--- src/hw/rtl/dwpi_pkg.sv ---
// shared types, constants and register indexes for the two-wheel pi speed controller
// used by dwpi_div, dwpi_ctrl, dwpi_datapath and dual_wheel_pi_speed_control
package dwpi_pkg;

	localparam int unsigned SPEED_W    = 16;
	localparam int unsigned DUTY_W     = 16;
	localparam int unsigned GAIN_W     = 32;
	localparam int unsigned ERR_W      = 21;
	localparam int unsigned INTEG_W    = 40;
	localparam int unsigned DIV_W      = 31;
	localparam int unsigned DIV_CNT_W  = 5;
	localparam int unsigned PROD_W     = 54;
	localparam int unsigned ACC_W      = 74;
	localparam int unsigned CFG_IDX_W  = 3;
	localparam int unsigned CFG_DATA_W = 32;
	localparam int unsigned STATE_W    = 3;

	typedef logic [SPEED_W-1:0]        dwpi_speed_t;
	typedef logic [DUTY_W-1:0]         dwpi_duty_t;
	typedef logic [GAIN_W-1:0]         dwpi_gain_t;
	typedef logic [DIV_W-1:0]          dwpi_div_t;
	typedef logic signed [ERR_W-1:0]   dwpi_err_t;
	typedef logic signed [INTEG_W-1:0] dwpi_integ_t;
	typedef logic signed [PROD_W-1:0]  dwpi_prod_t;
	typedef logic signed [ACC_W-1:0]   dwpi_acc_t;

	// register indexes
	localparam logic [CFG_IDX_W-1:0] CFG_PROP_GAIN_LEFT   = 3'd0;
	localparam logic [CFG_IDX_W-1:0] CFG_INTEG_GAIN_LEFT  = 3'd1;
	localparam logic [CFG_IDX_W-1:0] CFG_PROP_GAIN_RIGHT  = 3'd2;
	localparam logic [CFG_IDX_W-1:0] CFG_INTEG_GAIN_RIGHT = 3'd3;
	localparam logic [CFG_IDX_W-1:0] CFG_IDLE_DUTY        = 3'd4;

	// register reset values
	localparam dwpi_gain_t RST_PROP_GAIN  = 32'd5033165;
	localparam dwpi_gain_t RST_INTEG_GAIN = 32'd3355;
	localparam dwpi_duty_t RST_IDLE_DUTY  = 16'd3999;

	// error scaling and limits
	localparam logic [14:0] ERR_SCALE   = 15'd20000;
	localparam dwpi_err_t   ERR_MAX     = 21'sd20000;
	localparam dwpi_err_t   ERR_MIN     = 21'h10_0000;
	localparam dwpi_div_t   ERR_MAX_MAG = 31'd20000;
	localparam dwpi_div_t   ERR_MIN_MAG = 31'd1048576;

	localparam dwpi_integ_t INTEG_MAX = {1'b0, {(INTEG_W-1){1'b1}}};
	localparam dwpi_integ_t INTEG_MIN = {1'b1, {(INTEG_W-1){1'b0}}};
	localparam dwpi_duty_t  DUTY_MAX  = 16'hFFFF;

	// multiply-accumulate step codes
	localparam logic [1:0] MAC_PROP     = 2'd0;
	localparam logic [1:0] MAC_INTEG_LO = 2'd1;
	localparam logic [1:0] MAC_INTEG_HI = 2'd2;
	localparam logic [1:0] MAC_ADD_HI   = 2'd3;

	localparam logic WHEEL_LEFT  = 1'b0;
	localparam logic WHEEL_RIGHT = 1'b1;

	typedef struct packed {
		dwpi_speed_t target_speed;
		dwpi_speed_t speed_left;
		dwpi_speed_t speed_right;
	} dwpi_in_t;

	typedef struct packed {
		dwpi_duty_t duty_left;
		dwpi_duty_t duty_right;
	} dwpi_out_t;

	typedef struct packed {
		dwpi_gain_t prop_gain_left;
		dwpi_gain_t integ_gain_left;
		dwpi_gain_t prop_gain_right;
		dwpi_gain_t integ_gain_right;
		dwpi_duty_t idle_duty;
	} dwpi_gains_t;

	typedef struct packed {
		logic       capture;
		logic       div_start;
		logic       err_latch;
		logic       mac_en;
		logic [1:0] mac_sel;
		logic       finish;
		logic       wheel;
		logic       idle_load;
		logic       out_load;
	} dwpi_cmd_t;

	typedef struct packed {
		logic target_zero;
		logic div_done;
		logic out_free;
	} dwpi_sts_t;

endpackage

--- src/hw/rtl/dual_wheel_pi_speed_control.sv ---
// top level of the two-wheel pi speed controller: config registers, controller, datapath
// depends on dwpi_pkg, dwpi_ctrl, dwpi_datapath, dwpi_div
//
//   channel  dir  handshake                 payload
//   speed    in   speed_valid/speed_stall   target_speed, speed_left, speed_right
//   duty     out  duty_valid/duty_stall     duty_left, duty_right
//   cfg      in   cfg_we (no wait)          cfg_idx, cfg_wdata
//
// one beat in gives one beat out; a nonzero target runs the divider and multiply-accumulate
// steps, a zero target loads the idle duty, and the next beat is taken in the cycle after
// the result is loaded; the shared 31-step restoring divider runs once per wheel,
// plus four multiply-accumulate steps per wheel on a single 33x21 multiplier
// the result register lets the next beat in while the last one waits on duty_stall
// arst_n clears the controller, the integrals and the gains to their defaults
module dual_wheel_pi_speed_control (
	input  logic                                clk,
	input  logic                                arst_n,
	// configuration writes
	input  logic                                cfg_we,
	input  logic [dwpi_pkg::CFG_IDX_W-1:0]      cfg_idx,
	input  logic [dwpi_pkg::CFG_DATA_W-1:0]     cfg_wdata,
	// speed beats in
	input  logic                                speed_valid,
	output logic                                speed_stall,
	input  dwpi_pkg::dwpi_in_t                  speed,
	// duty beats out
	output logic                                duty_valid,
	input  logic                                duty_stall,
	output dwpi_pkg::dwpi_out_t                 duty
);

	dwpi_pkg::dwpi_gains_t gains_q;
	dwpi_pkg::dwpi_cmd_t   cmd;
	dwpi_pkg::dwpi_sts_t   sts;

	// register file; writes to unused indexes fall through
	always_ff @(posedge clk or negedge arst_n) begin
		if (!arst_n) begin
			gains_q.prop_gain_left   <= dwpi_pkg::RST_PROP_GAIN;
			gains_q.integ_gain_left  <= dwpi_pkg::RST_INTEG_GAIN;
			gains_q.prop_gain_right  <= dwpi_pkg::RST_PROP_GAIN;
			gains_q.integ_gain_right <= dwpi_pkg::RST_INTEG_GAIN;
			gains_q.idle_duty        <= dwpi_pkg::RST_IDLE_DUTY;
		end else if (cfg_we) begin
			unique case (cfg_idx)
				dwpi_pkg::CFG_PROP_GAIN_LEFT:   gains_q.prop_gain_left   <= cfg_wdata;
				dwpi_pkg::CFG_INTEG_GAIN_LEFT:  gains_q.integ_gain_left  <= cfg_wdata;
				dwpi_pkg::CFG_PROP_GAIN_RIGHT:  gains_q.prop_gain_right  <= cfg_wdata;
				dwpi_pkg::CFG_INTEG_GAIN_RIGHT: gains_q.integ_gain_right <= cfg_wdata;
				dwpi_pkg::CFG_IDLE_DUTY:        gains_q.idle_duty        <= cfg_wdata[dwpi_pkg::DUTY_W-1:0];
				default: begin
				end
			endcase
		end
	end

	// sequencer: one beat at a time, left wheel then right wheel
	dwpi_ctrl u_ctrl (
		.clk         (clk),
		.arst_n      (arst_n),
		.speed_valid (speed_valid),
		.speed_stall (speed_stall),
		.sts         (sts),
		.cmd         (cmd)
	);

	// arithmetic, wheel state and the result register
	dwpi_datapath u_datapath (
		.clk        (clk),
		.arst_n     (arst_n),
		.cmd        (cmd),
		.sts        (sts),
		.gains      (gains_q),
		.speed      (speed),
		.duty_valid (duty_valid),
		.duty_stall (duty_stall),
		.duty       (duty)
	);

endmodule

--- src/hw/rtl/dwpi_div.sv ---
// restoring unsigned divider, one quotient bit per cycle
// depends on dwpi_pkg
module dwpi_div (
	input  logic                clk,
	input  logic                arst_n,
	input  logic                start,
	input  dwpi_pkg::dwpi_div_t dividend,
	input  dwpi_pkg::dwpi_speed_t divisor,
	output logic                done,
	output dwpi_pkg::dwpi_div_t quotient
);

	localparam logic [dwpi_pkg::DIV_CNT_W-1:0] LAST_STEP = (dwpi_pkg::DIV_CNT_W)'(dwpi_pkg::DIV_W - 1);

	dwpi_pkg::dwpi_div_t   quo_q;
	dwpi_pkg::dwpi_speed_t rem_q;
	dwpi_pkg::dwpi_speed_t dsr_q;
	logic [dwpi_pkg::DIV_CNT_W-1:0] cnt_q;
	logic                  busy_q;
	logic                  done_q;

	logic [dwpi_pkg::SPEED_W:0] rem_sh;
	logic [dwpi_pkg::SPEED_W:0] rem_sub;
	logic                       ge;

	assign rem_sh  = {rem_q, quo_q[dwpi_pkg::DIV_W-1]};
	assign ge      = rem_sh >= {1'b0, dsr_q};
	assign rem_sub = rem_sh - {1'b0, dsr_q};

	always_ff @(posedge clk or negedge arst_n) begin
		if (!arst_n) begin
			busy_q <= 1'b0;
			done_q <= 1'b0;
			cnt_q  <= '0;
		end else if (start) begin
			busy_q <= 1'b1;
			done_q <= 1'b0;
			cnt_q  <= '0;
		end else if (busy_q) begin
			cnt_q <= cnt_q + 1'b1;
			if (cnt_q == LAST_STEP) begin
				busy_q <= 1'b0;
				done_q <= 1'b1;
			end
		end else begin
			done_q <= 1'b0;
		end
	end

	always_ff @(posedge clk) begin
		if (start) begin
			quo_q <= dividend;
			rem_q <= '0;
			dsr_q <= divisor;
		end else if (busy_q) begin
			quo_q <= {quo_q[dwpi_pkg::DIV_W-2:0], ge};
			rem_q <= ge ? rem_sub[dwpi_pkg::SPEED_W-1:0] : rem_sh[dwpi_pkg::SPEED_W-1:0];
		end
	end

	assign done     = done_q;
	assign quotient = quo_q;

endmodule

--- src/hw/rtl/dwpi_ctrl.sv ---
// sequencing state machine: accept, divide, multiply-accumulate per wheel, deliver
// depends on dwpi_pkg
module dwpi_ctrl (
	input  logic                clk,
	input  logic                arst_n,
	input  logic                speed_valid,
	output logic                speed_stall,
	input  dwpi_pkg::dwpi_sts_t sts,
	output dwpi_pkg::dwpi_cmd_t cmd
);

	localparam logic [dwpi_pkg::STATE_W-1:0] S_IDLE  = 3'd0;
	localparam logic [dwpi_pkg::STATE_W-1:0] S_START = 3'd1;
	localparam logic [dwpi_pkg::STATE_W-1:0] S_DIV   = 3'd2;
	localparam logic [dwpi_pkg::STATE_W-1:0] S_MAC   = 3'd3;
	localparam logic [dwpi_pkg::STATE_W-1:0] S_FIN   = 3'd4;
	localparam logic [dwpi_pkg::STATE_W-1:0] S_OUT   = 3'd5;

	logic [dwpi_pkg::STATE_W-1:0] state_q, state_d;
	logic [1:0]                   mac_q, mac_d;
	logic                         wheel_q, wheel_d;

	always_comb begin
		state_d     = state_q;
		mac_d       = mac_q;
		wheel_d     = wheel_q;
		cmd         = '0;
		cmd.wheel   = wheel_q;
		cmd.mac_sel = mac_q;
		unique case (state_q)
			S_IDLE: begin
				cmd.capture = speed_valid;
				wheel_d     = dwpi_pkg::WHEEL_LEFT;
				if (speed_valid) begin
					state_d = S_START;
				end
			end
			S_START: begin
				if (sts.target_zero) begin
					cmd.idle_load = 1'b1;
					state_d       = S_OUT;
				end else begin
					cmd.div_start = 1'b1;
					state_d       = S_DIV;
				end
			end
			S_DIV: begin
				if (sts.div_done) begin
					cmd.err_latch = 1'b1;
					mac_d         = dwpi_pkg::MAC_PROP;
					state_d       = S_MAC;
				end
			end
			S_MAC: begin
				cmd.mac_en = 1'b1;
				mac_d      = mac_q + 1'b1;
				if (mac_q == dwpi_pkg::MAC_ADD_HI) begin
					state_d = S_FIN;
				end
			end
			S_FIN: begin
				cmd.finish = 1'b1;
				if (wheel_q == dwpi_pkg::WHEEL_RIGHT) begin
					state_d = S_OUT;
				end else begin
					wheel_d = dwpi_pkg::WHEEL_RIGHT;
					state_d = S_START;
				end
			end
			S_OUT: begin
				if (sts.out_free) begin
					cmd.out_load = 1'b1;
					state_d      = S_IDLE;
				end
			end
			default: begin
				state_d = S_IDLE;
			end
		endcase
	end

	always_ff @(posedge clk or negedge arst_n) begin
		if (!arst_n) begin
			state_q <= S_IDLE;
			mac_q   <= dwpi_pkg::MAC_PROP;
			wheel_q <= dwpi_pkg::WHEEL_LEFT;
		end else begin
			state_q <= state_d;
			mac_q   <= mac_d;
			wheel_q <= wheel_d;
		end
	end

	assign speed_stall = (state_q != S_IDLE);

	a_done_in_div: assert property (@(posedge clk) disable iff (!arst_n)
		sts.div_done |-> state_q == S_DIV)
		else $error("divider finished outside of the divide state");

	a_out_to_idle: assert property (@(posedge clk) disable iff (!arst_n)
		cmd.out_load |=> (state_q == S_IDLE && !speed_stall))
		else $error("controller not ready after result delivery");

	a_right_last: assert property (@(posedge clk) disable iff (!arst_n)
		(cmd.finish && cmd.wheel == dwpi_pkg::WHEEL_RIGHT) |=> state_q == S_OUT)
		else $error("right wheel finish did not lead to delivery");

endmodule

--- src/hw/rtl/dwpi_datapath.sv ---
// operand registers, error divider, shared multiplier, accumulator, integrals and
// result register; depends on dwpi_pkg and dwpi_div
module dwpi_datapath (
	input  logic                  clk,
	input  logic                  arst_n,
	input  dwpi_pkg::dwpi_cmd_t   cmd,
	output dwpi_pkg::dwpi_sts_t   sts,
	input  dwpi_pkg::dwpi_gains_t gains,
	input  dwpi_pkg::dwpi_in_t    speed,
	output logic                  duty_valid,
	input  logic                  duty_stall,
	output dwpi_pkg::dwpi_out_t   duty
);

	dwpi_pkg::dwpi_in_t    item_q;
	logic                  neg_q;
	dwpi_pkg::dwpi_err_t   err_q;
	dwpi_pkg::dwpi_prod_t  prod_q;
	dwpi_pkg::dwpi_acc_t   acc_q;
	dwpi_pkg::dwpi_integ_t integ_l_q, integ_r_q;
	dwpi_pkg::dwpi_duty_t  duty_l_q, duty_r_q;
	dwpi_pkg::dwpi_out_t   out_q;
	logic                  out_valid_q;

	dwpi_pkg::dwpi_speed_t speed_sel;
	logic [dwpi_pkg::SPEED_W:0] diff, diff_abs;
	logic                  diff_neg;
	dwpi_pkg::dwpi_div_t   dividend;
	dwpi_pkg::dwpi_div_t   quotient;
	logic                  div_done;
	dwpi_pkg::dwpi_err_t   err_next;

	dwpi_pkg::dwpi_gain_t  kp, ki;
	dwpi_pkg::dwpi_integ_t integ_sel;
	logic signed [dwpi_pkg::GAIN_W:0]  mul_a;
	logic signed [dwpi_pkg::ERR_W-1:0] mul_b;
	dwpi_pkg::dwpi_prod_t  product;
	dwpi_pkg::dwpi_acc_t   acc_next;

	logic [dwpi_pkg::INTEG_W:0] integ_sum;
	dwpi_pkg::dwpi_integ_t integ_next;
	dwpi_pkg::dwpi_duty_t  duty_calc;

	// error numerator magnitude: 20000 * |target - speed|
	assign speed_sel = cmd.wheel ? item_q.speed_right : item_q.speed_left;
	assign diff      = {1'b0, item_q.target_speed} - {1'b0, speed_sel};
	assign diff_neg  = diff[dwpi_pkg::SPEED_W];
	assign diff_abs  = diff_neg ? ('0 - diff) : diff;
	assign dividend  = dwpi_pkg::dwpi_div_t'(diff_abs[dwpi_pkg::SPEED_W-1:0])
	                 * dwpi_pkg::dwpi_div_t'(dwpi_pkg::ERR_SCALE);

	dwpi_div u_div (
		.clk      (clk),
		.arst_n   (arst_n),
		.start    (cmd.div_start),
		.dividend (dividend),
		.divisor  (item_q.target_speed),
		.done     (div_done),
		.quotient (quotient)
	);

	// signed quotient with clamp
	always_comb begin
		if (!neg_q) begin
			err_next = (quotient > dwpi_pkg::ERR_MAX_MAG) ? dwpi_pkg::ERR_MAX
			         : dwpi_pkg::dwpi_err_t'(quotient);
		end else begin
			err_next = (quotient > dwpi_pkg::ERR_MIN_MAG) ? dwpi_pkg::ERR_MIN
			         : -(dwpi_pkg::dwpi_err_t'(quotient));
		end
	end

	assign kp        = cmd.wheel ? gains.prop_gain_right  : gains.prop_gain_left;
	assign ki        = cmd.wheel ? gains.integ_gain_right : gains.integ_gain_left;
	assign integ_sel = cmd.wheel ? integ_r_q : integ_l_q;

	always_comb begin
		mul_a = $signed({1'b0, ki});
		unique case (cmd.mac_sel)
			dwpi_pkg::MAC_PROP: begin
				mul_a = $signed({1'b0, kp});
				mul_b = err_q;
			end
			dwpi_pkg::MAC_INTEG_LO: begin
				mul_b = $signed({1'b0, integ_sel[19:0]});
			end
			dwpi_pkg::MAC_INTEG_HI: begin
				mul_b = $signed({integ_sel[dwpi_pkg::INTEG_W-1], integ_sel[39:20]});
			end
			default: begin
				mul_b = '0;
			end
		endcase
	end

	assign product = mul_a * mul_b;

	// accumulate the product registered on the step before
	always_comb begin
		unique case (cmd.mac_sel)
			dwpi_pkg::MAC_PROP:     acc_next = '0;
			dwpi_pkg::MAC_INTEG_LO: acc_next = acc_q + dwpi_pkg::dwpi_acc_t'(prod_q);
			dwpi_pkg::MAC_INTEG_HI: acc_next = acc_q + dwpi_pkg::dwpi_acc_t'(prod_q);
			default:                acc_next = acc_q + (dwpi_pkg::dwpi_acc_t'(prod_q) <<< 20);
		endcase
	end

	// duty clamp from q24 drive
	always_comb begin
		if (acc_q[dwpi_pkg::ACC_W-1]) begin
			duty_calc = '0;
		end else if (|acc_q[dwpi_pkg::ACC_W-2:40]) begin
			duty_calc = dwpi_pkg::DUTY_MAX;
		end else begin
			duty_calc = acc_q[39:24];
		end
	end

	// saturating integral update
	assign integ_sum = {integ_sel[dwpi_pkg::INTEG_W-1], integ_sel}
	                 + {{(dwpi_pkg::INTEG_W + 1 - dwpi_pkg::ERR_W){err_q[dwpi_pkg::ERR_W-1]}}, err_q};

	always_comb begin
		if (integ_sum[dwpi_pkg::INTEG_W] != integ_sum[dwpi_pkg::INTEG_W-1]) begin
			integ_next = integ_sum[dwpi_pkg::INTEG_W] ? dwpi_pkg::INTEG_MIN : dwpi_pkg::INTEG_MAX;
		end else begin
			integ_next = integ_sum[dwpi_pkg::INTEG_W-1:0];
		end
	end

	always_ff @(posedge clk) begin
		if (cmd.capture) begin
			item_q <= speed;
		end
		if (cmd.div_start) begin
			neg_q <= diff_neg;
		end
		if (cmd.err_latch) begin
			err_q <= err_next;
		end
		if (cmd.mac_en) begin
			prod_q <= product;
			acc_q  <= acc_next;
		end
		if (cmd.idle_load) begin
			duty_l_q <= gains.idle_duty;
			duty_r_q <= gains.idle_duty;
		end else if (cmd.finish) begin
			if (cmd.wheel) begin
				duty_r_q <= duty_calc;
			end else begin
				duty_l_q <= duty_calc;
			end
		end
		if (cmd.out_load) begin
			out_q.duty_left  <= duty_l_q;
			out_q.duty_right <= duty_r_q;
		end
	end

	always_ff @(posedge clk or negedge arst_n) begin
		if (!arst_n) begin
			integ_l_q <= '0;
			integ_r_q <= '0;
		end else if (cmd.idle_load) begin
			integ_l_q <= '0;
			integ_r_q <= '0;
		end else if (cmd.finish) begin
			if (cmd.wheel) begin
				integ_r_q <= integ_next;
			end else begin
				integ_l_q <= integ_next;
			end
		end
	end

	always_ff @(posedge clk or negedge arst_n) begin
		if (!arst_n) begin
			out_valid_q <= 1'b0;
		end else if (cmd.out_load) begin
			out_valid_q <= 1'b1;
		end else if (!duty_stall) begin
			out_valid_q <= 1'b0;
		end
	end

	assign sts.target_zero = (item_q.target_speed == '0);
	assign sts.div_done    = div_done;
	assign sts.out_free    = !out_valid_q || !duty_stall;

	assign duty_valid = out_valid_q;
	assign duty       = out_q;

	a_zero_clears: assert property (@(posedge clk) disable iff (!arst_n)
		cmd.idle_load |=> (integ_l_q == '0 && integ_r_q == '0))
		else $error("integrals not cleared on zero target");

	a_err_range: assert property (@(posedge clk) disable iff (!arst_n)
		cmd.err_latch |=> (err_q <= dwpi_pkg::ERR_MAX && err_q >= dwpi_pkg::ERR_MIN))
		else $error("wheel error outside its clamp range");

	a_load_valid: assert property (@(posedge clk) disable iff (!arst_n)
		cmd.out_load |=> duty_valid)
		else $error("result load did not raise duty_valid");

endmodule
--- config.mk ---
export PLATFORM = sky130hd
export DESIGN_NAME = dual_wheel_pi_speed_control
export DESIGN_NICKNAME = d
export VERILOG_FILES = /design/src/hw/rtl/dwpi_pkg.sv /design/src/hw/rtl/dual_wheel_pi_speed_control.sv /design/src/hw/rtl/dwpi_div.sv /design/src/hw/rtl/dwpi_ctrl.sv /design/src/hw/rtl/dwpi_datapath.sv
export SDC_FILE = /design/constraint.sdc
export NUM_CORES = 2
export LEC_CHECK = 0
export ABC_AREA = 1
export BUFFER_PORTS_ARGS = -buffer_cell sky130_fd_sc_hd__buf_2
export CORE_MARGIN = 1.5
export CORE_UTILIZATION = 65
export CTS_CLUSTER_SIZE = 20
export DETAILED_ROUTE_END_ITERATION = 10
export PLACE_DENSITY = 0.82
export SLEW_MARGIN = 25
export SYNTH_ARGS = -nofsm -noshare
export SYNTH_HDL_FRONTEND = slang
export SYNTH_SLANG_ARGS = --single-unit
--- constraint.sdc ---
create_clock -name clk -period 10 [get_ports clk]
set_input_delay 0.5 -clock clk [delete_from_list [all_inputs] [get_ports clk]]
set_output_delay 0.5 -clock clk [all_outputs]
set_load 0.02 [all_outputs]
Word level (Yosys, flattened, before mapping)
Index checks and enable logic that the tools add are counted.
{"block": "classes", "multipliers": 2, "reduce_logical": 24, "eq_ne": 21, "add_sub_neg": 9, "mux": 61, "n_lt_le_gt_ge": 3}
{"operator": "$mux 40", "n": 9}
{"operator": "$mux 16", "n": 11}
{"operator": "$pmux 74 s2", "n": 1}
{"operator": "$mux 32", "n": 3}
{"operator": "$add 74x54->74", "n": 1}
{"operator": "$add 74x74->74", "n": 1}
{"operator": "$mux 21", "n": 3}
{"operator": "$pmux 21 s3", "n": 1}
{"operator": "$mux 31", "n": 2}
{"operator": "$mul 33x21->54", "n": 1}
{"operator": "$add 40x21->41", "n": 1}
{"operator": "$reduce_or 33->1", "n": 1}
{"operator": "$gt 31x15->1 const B", "n": 1}
{"operator": "$gt 31x21->1 const B", "n": 1}
{"operator": "$mul 16x10->26 const B", "n": 1}
{"operator": "$neg 21->21", "n": 1}
{"operator": "$mux 1", "n": 19}
{"operator": "$mux 3", "n": 6}
{"operator": "$pmux 3 s6", "n": 1}
{"operator": "$ge 17x16->1", "n": 1}
{"operator": "$sub 16x16->17", "n": 1}
{"operator": "$logic_not 16->1", "n": 1}
{"operator": "$reduce_and 2->1", "n": 8}
{"operator": "$sub 1x16->16 const A", "n": 1}
{"operator": "other kinds (25)", "n": 43}
{"block": "totals", "ff_bits": 563, "out_inout_bits": 34, "wordCells": 149}

Longest topological paths before layout
{"block": "logic_depth", "ltp_word": 7, "mapped_depth": 45, "ltp_nobuf": 41}

Hierarchy
From an unflattened synthesis, not the netlist that was laid out.
{"block": "unflattened", "cells_unflattened": 8488, "hier_area_um2": 63857.5}
{"module": "dwpi_datapath", "area_each_um2": 53582.6, "instances": 1, "cells_each": 7282}
{"module": "dual_wheel_pi_speed_control", "area_each_um2": 5861.9, "instances": 1, "cells_each": 633}
{"module": "dwpi_div", "area_each_um2": 3968.8, "instances": 1, "cells_each": 508}
{"module": "dwpi_ctrl", "area_each_um2": 444.2, "instances": 1, "cells_each": 65}

Worst setup path after synthesis
OpenSTA, ideal clock, no wires.
{"block": "synth_path", "path_type": "reg2reg", "start": "reg u_ctrl.mac_q[0]", "end": "reg u_datapath.prod_q[42] (data pin)", "path_buffers": 2, "t_arrival_ns": 7.207, "period_less_slack_ns": 7.459, "setup_ns": 0.252, "path_stages_with_launch": 29, "path_slack_ns": 2.541, "cell_sequence": "dfrtp_1 > inv_1 > ha_1 > inv_2 > buf_1 > a32oi_2 > inv_1 > clkbuf_1 > nand2_1 > fa_1 > fa_1 > fa_1 > fa_1 > inv_1 > fa_1 > fa_1 > inv_1 > fa_1 > inv_1 > ha_1 > nand2_1 > nor2_1 > nand4_1 > o21ai_0 > a21oi_1 > o21ai_0 > nand2_1 > nand3_1 > nand2_1"}
{"block": "synth_via", "elab_chain_len": 3, "elab_cells_between_ends": 6, "classes_between": "mul: 1; eq/ne: 2; mux: 2; reduce/logical: 1"}
{"item": "from (decl)", "line_no": "dwpi_ctrl.sv:20", "source": "logic [1:0] mac_q, mac_d;"}
{"item": "from (signal assigned)", "line_no": "dwpi_ctrl.sv:85", "source": "mac_q <= dwpi_pkg::MAC_PROP;"}
{"item": "from (signal assigned)", "line_no": "dwpi_ctrl.sv:89", "source": "mac_q <= mac_d;"}
{"item": "$eq 2x2->1, or another cell as far along", "line_no": "dwpi_datapath.sv:79", "source": "unique case (cmd.mac_sel)"}
{"item": "$pmux 21 s3 / $mux 32 (equally long branches)", "line_no": "dwpi_datapath.sv:79"}
{"item": "$mul 33x21->54 *", "line_no": "dwpi_datapath.sv:96", "source": "assign product = mul_a * mul_b;"}
{"item": "named net u_datapath.product[42]", "line_no": "dwpi_datapath.sv:37", "source": "dwpi_pkg::dwpi_prod_t product;"}
{"item": "to (signal assigned)", "line_no": "dwpi_datapath.sv:142", "source": "prod_q <= product;"}
{"item": "to (decl)", "line_no": "dwpi_datapath.sv:18", "source": "dwpi_pkg::dwpi_prod_t prod_q;"}
The timed path passes the listed nets; every way through them passes the cells marked *.
A chain may end at the register's enable or synchronous reset.

Worst setup path after layout
{"block": "layout_path", "start": "reg u_ctrl.wheel_q", "end": "reg u_datapath.prod_q[27] (data pin)"}
{"block": "layout_via", "elab_chain_len": 3, "elab_cells_between_ends": 6, "classes_between": "mul: 1; mux: 5"}
{"item": "from (decl)", "line_no": "dwpi_ctrl.sv:21", "source": "logic wheel_q, wheel_d;"}
{"item": "from (signal assigned)", "line_no": "dwpi_ctrl.sv:86", "source": "wheel_q <= dwpi_pkg::WHEEL_LEFT;"}
{"item": "from (signal assigned)", "line_no": "dwpi_ctrl.sv:90", "source": "wheel_q <= wheel_d;"}
{"item": "$mux 40, or another cell as far along", "line_no": "dwpi_datapath.sv:75", "source": "assign integ_sel = cmd.wheel ? integ_r_q : integ_l_q;"}
{"item": "$pmux 21 s3 / $mux 32 (equally long branches)", "line_no": "dwpi_datapath.sv:79"}
{"item": "$mul 33x21->54 *", "line_no": "dwpi_datapath.sv:96"}
{"item": "named net u_datapath.product[27]", "line_no": "dwpi_datapath.sv:37"}
Marks and branches as above.

==> metrics.cfg <==
[power]
seqPwrFrac=0.301
fin_total_pwr_w=0.009152
switching_power_w=0.003722
swShare=0.4067
internal_power_w=0.005430
pwr-share-clk=0.271
power.share.combinational=0.428
vdd_ir_drop_max_mv=0.1899
powerDensity_mw_per_mm2=135.8
power_leakage_nw=32.79

[cells_and_area]
antenna_cells=0
syn_to_final_growth_pct=7.580
layout-drive-gt1-share=0.06535
nFillCells=7427
fin_cells=9697
ff_latch_area_mm2=0.01557
final_nets=9548
final_cell_area_mm2=0.06741
multi_input_area_mm2=0.04089

[timing]
finClkSkew_ps=93.37
layout_setup_ws_ps=552.6
setup_tns_ps=0
setup_viol=0
worstMarginPinSlew_ps=1213
period_minus_slack_ps=9447
slew_headroom=0.1912
fin_crit_sh=0.9447
finalHoldViolations=0
rsz0062_at_grt=no
slew_violations=0
fmax_ghz=0.1058

[die]
initial_core_util=0.6575
die_area_mm2=0.09827
die_h_um=313.5
die_x_um=313.5
pin_count=122
coreArea_mm2=0.09529
rows=113

[critical_path]
critical-path-top-delay-family=adder cells
crit_buf_inv=7
critPathSlowestCell=inv_2
crit_arrival_ps=9930
crit_path_frequent_cell=nand2_1
max_stage_delay_ps=850
rr_worst_depth=29
ff2ff_setup_slack_ps=550
start_kind=flip-flop
worstReg2RegEnd=u_datapath.prod_q[27]
cp_data_required_time_ps=10480
critPathKind=flip-flop to flip-flop
worstPathMaxFanout=34
worstSetupEndpointType=flip-flop
rr_startpoint=u_ctrl.wheel_q

[clock_tree]
cts_buffer_depth=3
root_buffer=clkbuf_16
cts_sinks=563
cts_made_buffers=61
ctsResizeCount=0
cts_tree=built
worst_skew_pair.late_latency_ps=730
clk_pin_slew_ps=70
cts_max_level=2

[global_routing]
antenna_found_initial=7
first_global_vias=59778
grt_usage=0.4740
grt_start_max_net_pins=121
grt-ovfl-total=0
grt_pass1_wl_mm=350.3

[worst_hold_path]
min_delay_path_depth=1
worstHoldStart=speed[16]
holdCritPathClass=primary input to flip-flop
min_to=u_datapath.item_q[16]

[drt]
post-route-drc-count=0
dr.pass1.iters=8
num_vias=60375
drtIter0Drc=8888
wire_per_inst_um=24.03
drt_wl_total_mm=233.1
vias_per_cell=6.226
antenna_left=0

[synthesis]
ys_seq_area_frac=0.2484
synth.distinct_cells=60
synth.largest_area_cell=fa_1
synthFlopType=edfxtp_1
syn_inst=8272
synth_top_area_frac=0.1942
syn_avg_cell_area_um2=7.575
synth_edf_count=304
netlist_area_mm2=0.06266
async_flop_share=0.4227
yosys_warnings=0
synth-seq-cells=563
synth_area_leaders=fa_1 (19%), edfxtp_1 (15%), nand2_1 (13%)
synth_nets=9441

[placement]
hpwl_mm=179.1
dp.cells=9533
gp_congestion=1.066
place_area_mm2=0.06474
io_buffers=121
pre_cts_ws_ps=960.8

[status]
outcome=finished clean

[run]
cap_violations=0

## timing repair
item                      in CTS  in global routing
hold buffers                  48                  0
hold endpoints to repair     132                  0
buffers inserted               0                  0
## stage by stage
stage	hold WS [ps]	utilization
2_1_floorplan	204.4	-
3_3_place_gp	401.4	0.6792
3_5_place_dp	405.4	0.6793
4_1_cts	13.81	0.7072
5_1_grt	21.50	0.7074
6_report	29.62	0.7074
## cells in the final DEF, fill, tap and decap left out, drive strengths merged, types with 15 or more instances in the layout
master,n
xor2,70
ha,473
o22ai,17
a21o,23
nand3,376
clkinv,28
nor3,59
buf,214
clkbuf,86
edfxtp,304
a31oi,18
nand2,2102
fa,608
nor2,961
inv,1427
nand4,59
dfstp,48
o21a,30
dfrtp,190
xnor2,58
mux2i,15
a21oi,405
nor4,25
o21ai,497
or2,107
nand3b,36
dlygate4sd3,48
dfxtp,21
a32oi,32
o21bai,31
## how the worst max path moves through the flow
stage	start	end	slack (ps)	cells past startpoint
after floorplan	u_ctrl.mac_q[0]	u_datapath.prod_q[42]	2540	28
after global placement	u_ctrl.wheel_q	u_datapath.prod_q[27]	920	28
after detailed placement	u_ctrl.wheel_q	u_datapath.prod_q[31]	960	26
after CTS	u_ctrl.wheel_q	u_datapath.prod_q[31]	930	26
after global routing	u_ctrl.wheel_q	u_datapath.prod_q[31]	300	29
final	u_ctrl.wheel_q	u_datapath.prod_q[27]	550	29
## final cells by class
| class | instances | share of cell area |
|---|---|---|
| multi-input combinational | 6059 | 0.6066 |
| sequential | 563 | 0.2310 |
| tap | 1265 | 0.02348 |
| inverter | 1432 | 0.07978 |
| timing repair buffer | 262 | 0.02686 |
| clock inverter | 30 | 0.004956 |
| clock buffer | 86 | 0.02738 |
## sequential cells by signal, indices dropped and copies added (netlist names)
signal                     count
u_datapath.item_q             48
u_datapath.u_div.quotient     31
u_datapath.err_q              21
u_datapath.duty_r_q           16
u_datapath.u_div.done          1
u_datapath.integ_r_q          40
u_datapath.u_div.busy_q        1
u_datapath.u_div.rem_q        16
u_datapath.u_div.cnt_q         5
u_datapath.prod_q             54
gains_q                      144
u_ctrl.state_q                 3
u_datapath.u_div.dsr_q        16
u_ctrl.mac_q                   2
u_datapath.integ_l_q          40
u_datapath.duty               32
u_datapath.neg_q               1
u_datapath.duty_valid          1
u_datapath.acc_q              74
u_ctrl.wheel_q                 1
u_datapath.duty_l_q           16
## logic make-up after synthesis
logic type	synth area share
xor+xnor	0.01789
compound gates	0.09762
buf+inv	0.1002
fa+ha+maj	0.2887
simple gates	0.2448
flops	0.2484
mux	0.002396
## cell usage after synthesis, types with 48 or more instances
library cell  count
edfxtp_1        304
inv_1          1403
o21ai_0         486
nor3_1           58
xor2_1           70
fa_1            608
xnor2_1          58
nand3_1         368
nor2_1          958
or2_2           106
dfrtp_1         190
dfstp_2          48
nand2_1        2093
clkbuf_1        157
ha_1            473
nand4_1          59
a21oi_1         403
## layer usage
layer,global-route usage,part of all wire,vias up
met3,0.1651,0.15,1177
met4,0.3012,0.079,6
met1,0.5942,0.35,28315
met2,0.7017,0.42,4588
li1,-,-,26289
met5,0,0.00019,-
## power groups by stage
stage | combinational, W | clock [W] | sequential [W]
2_1_floorplan | 0.00259 | 0 | 0.00277
3_3_place_gp | 0.00365 | 0 | 0.00278
3_5_place_dp | 0.00374 | 0 | 0.00279
4_1_cts | 0.00378 | 0.00246 | 0.00275
5_1_grt | 0.00432 | 0.00255 | 0.00276
6_report | 0.00392 | 0.00248 | 0.00275
No activity file was read; power rests on OpenSTA's default activity.
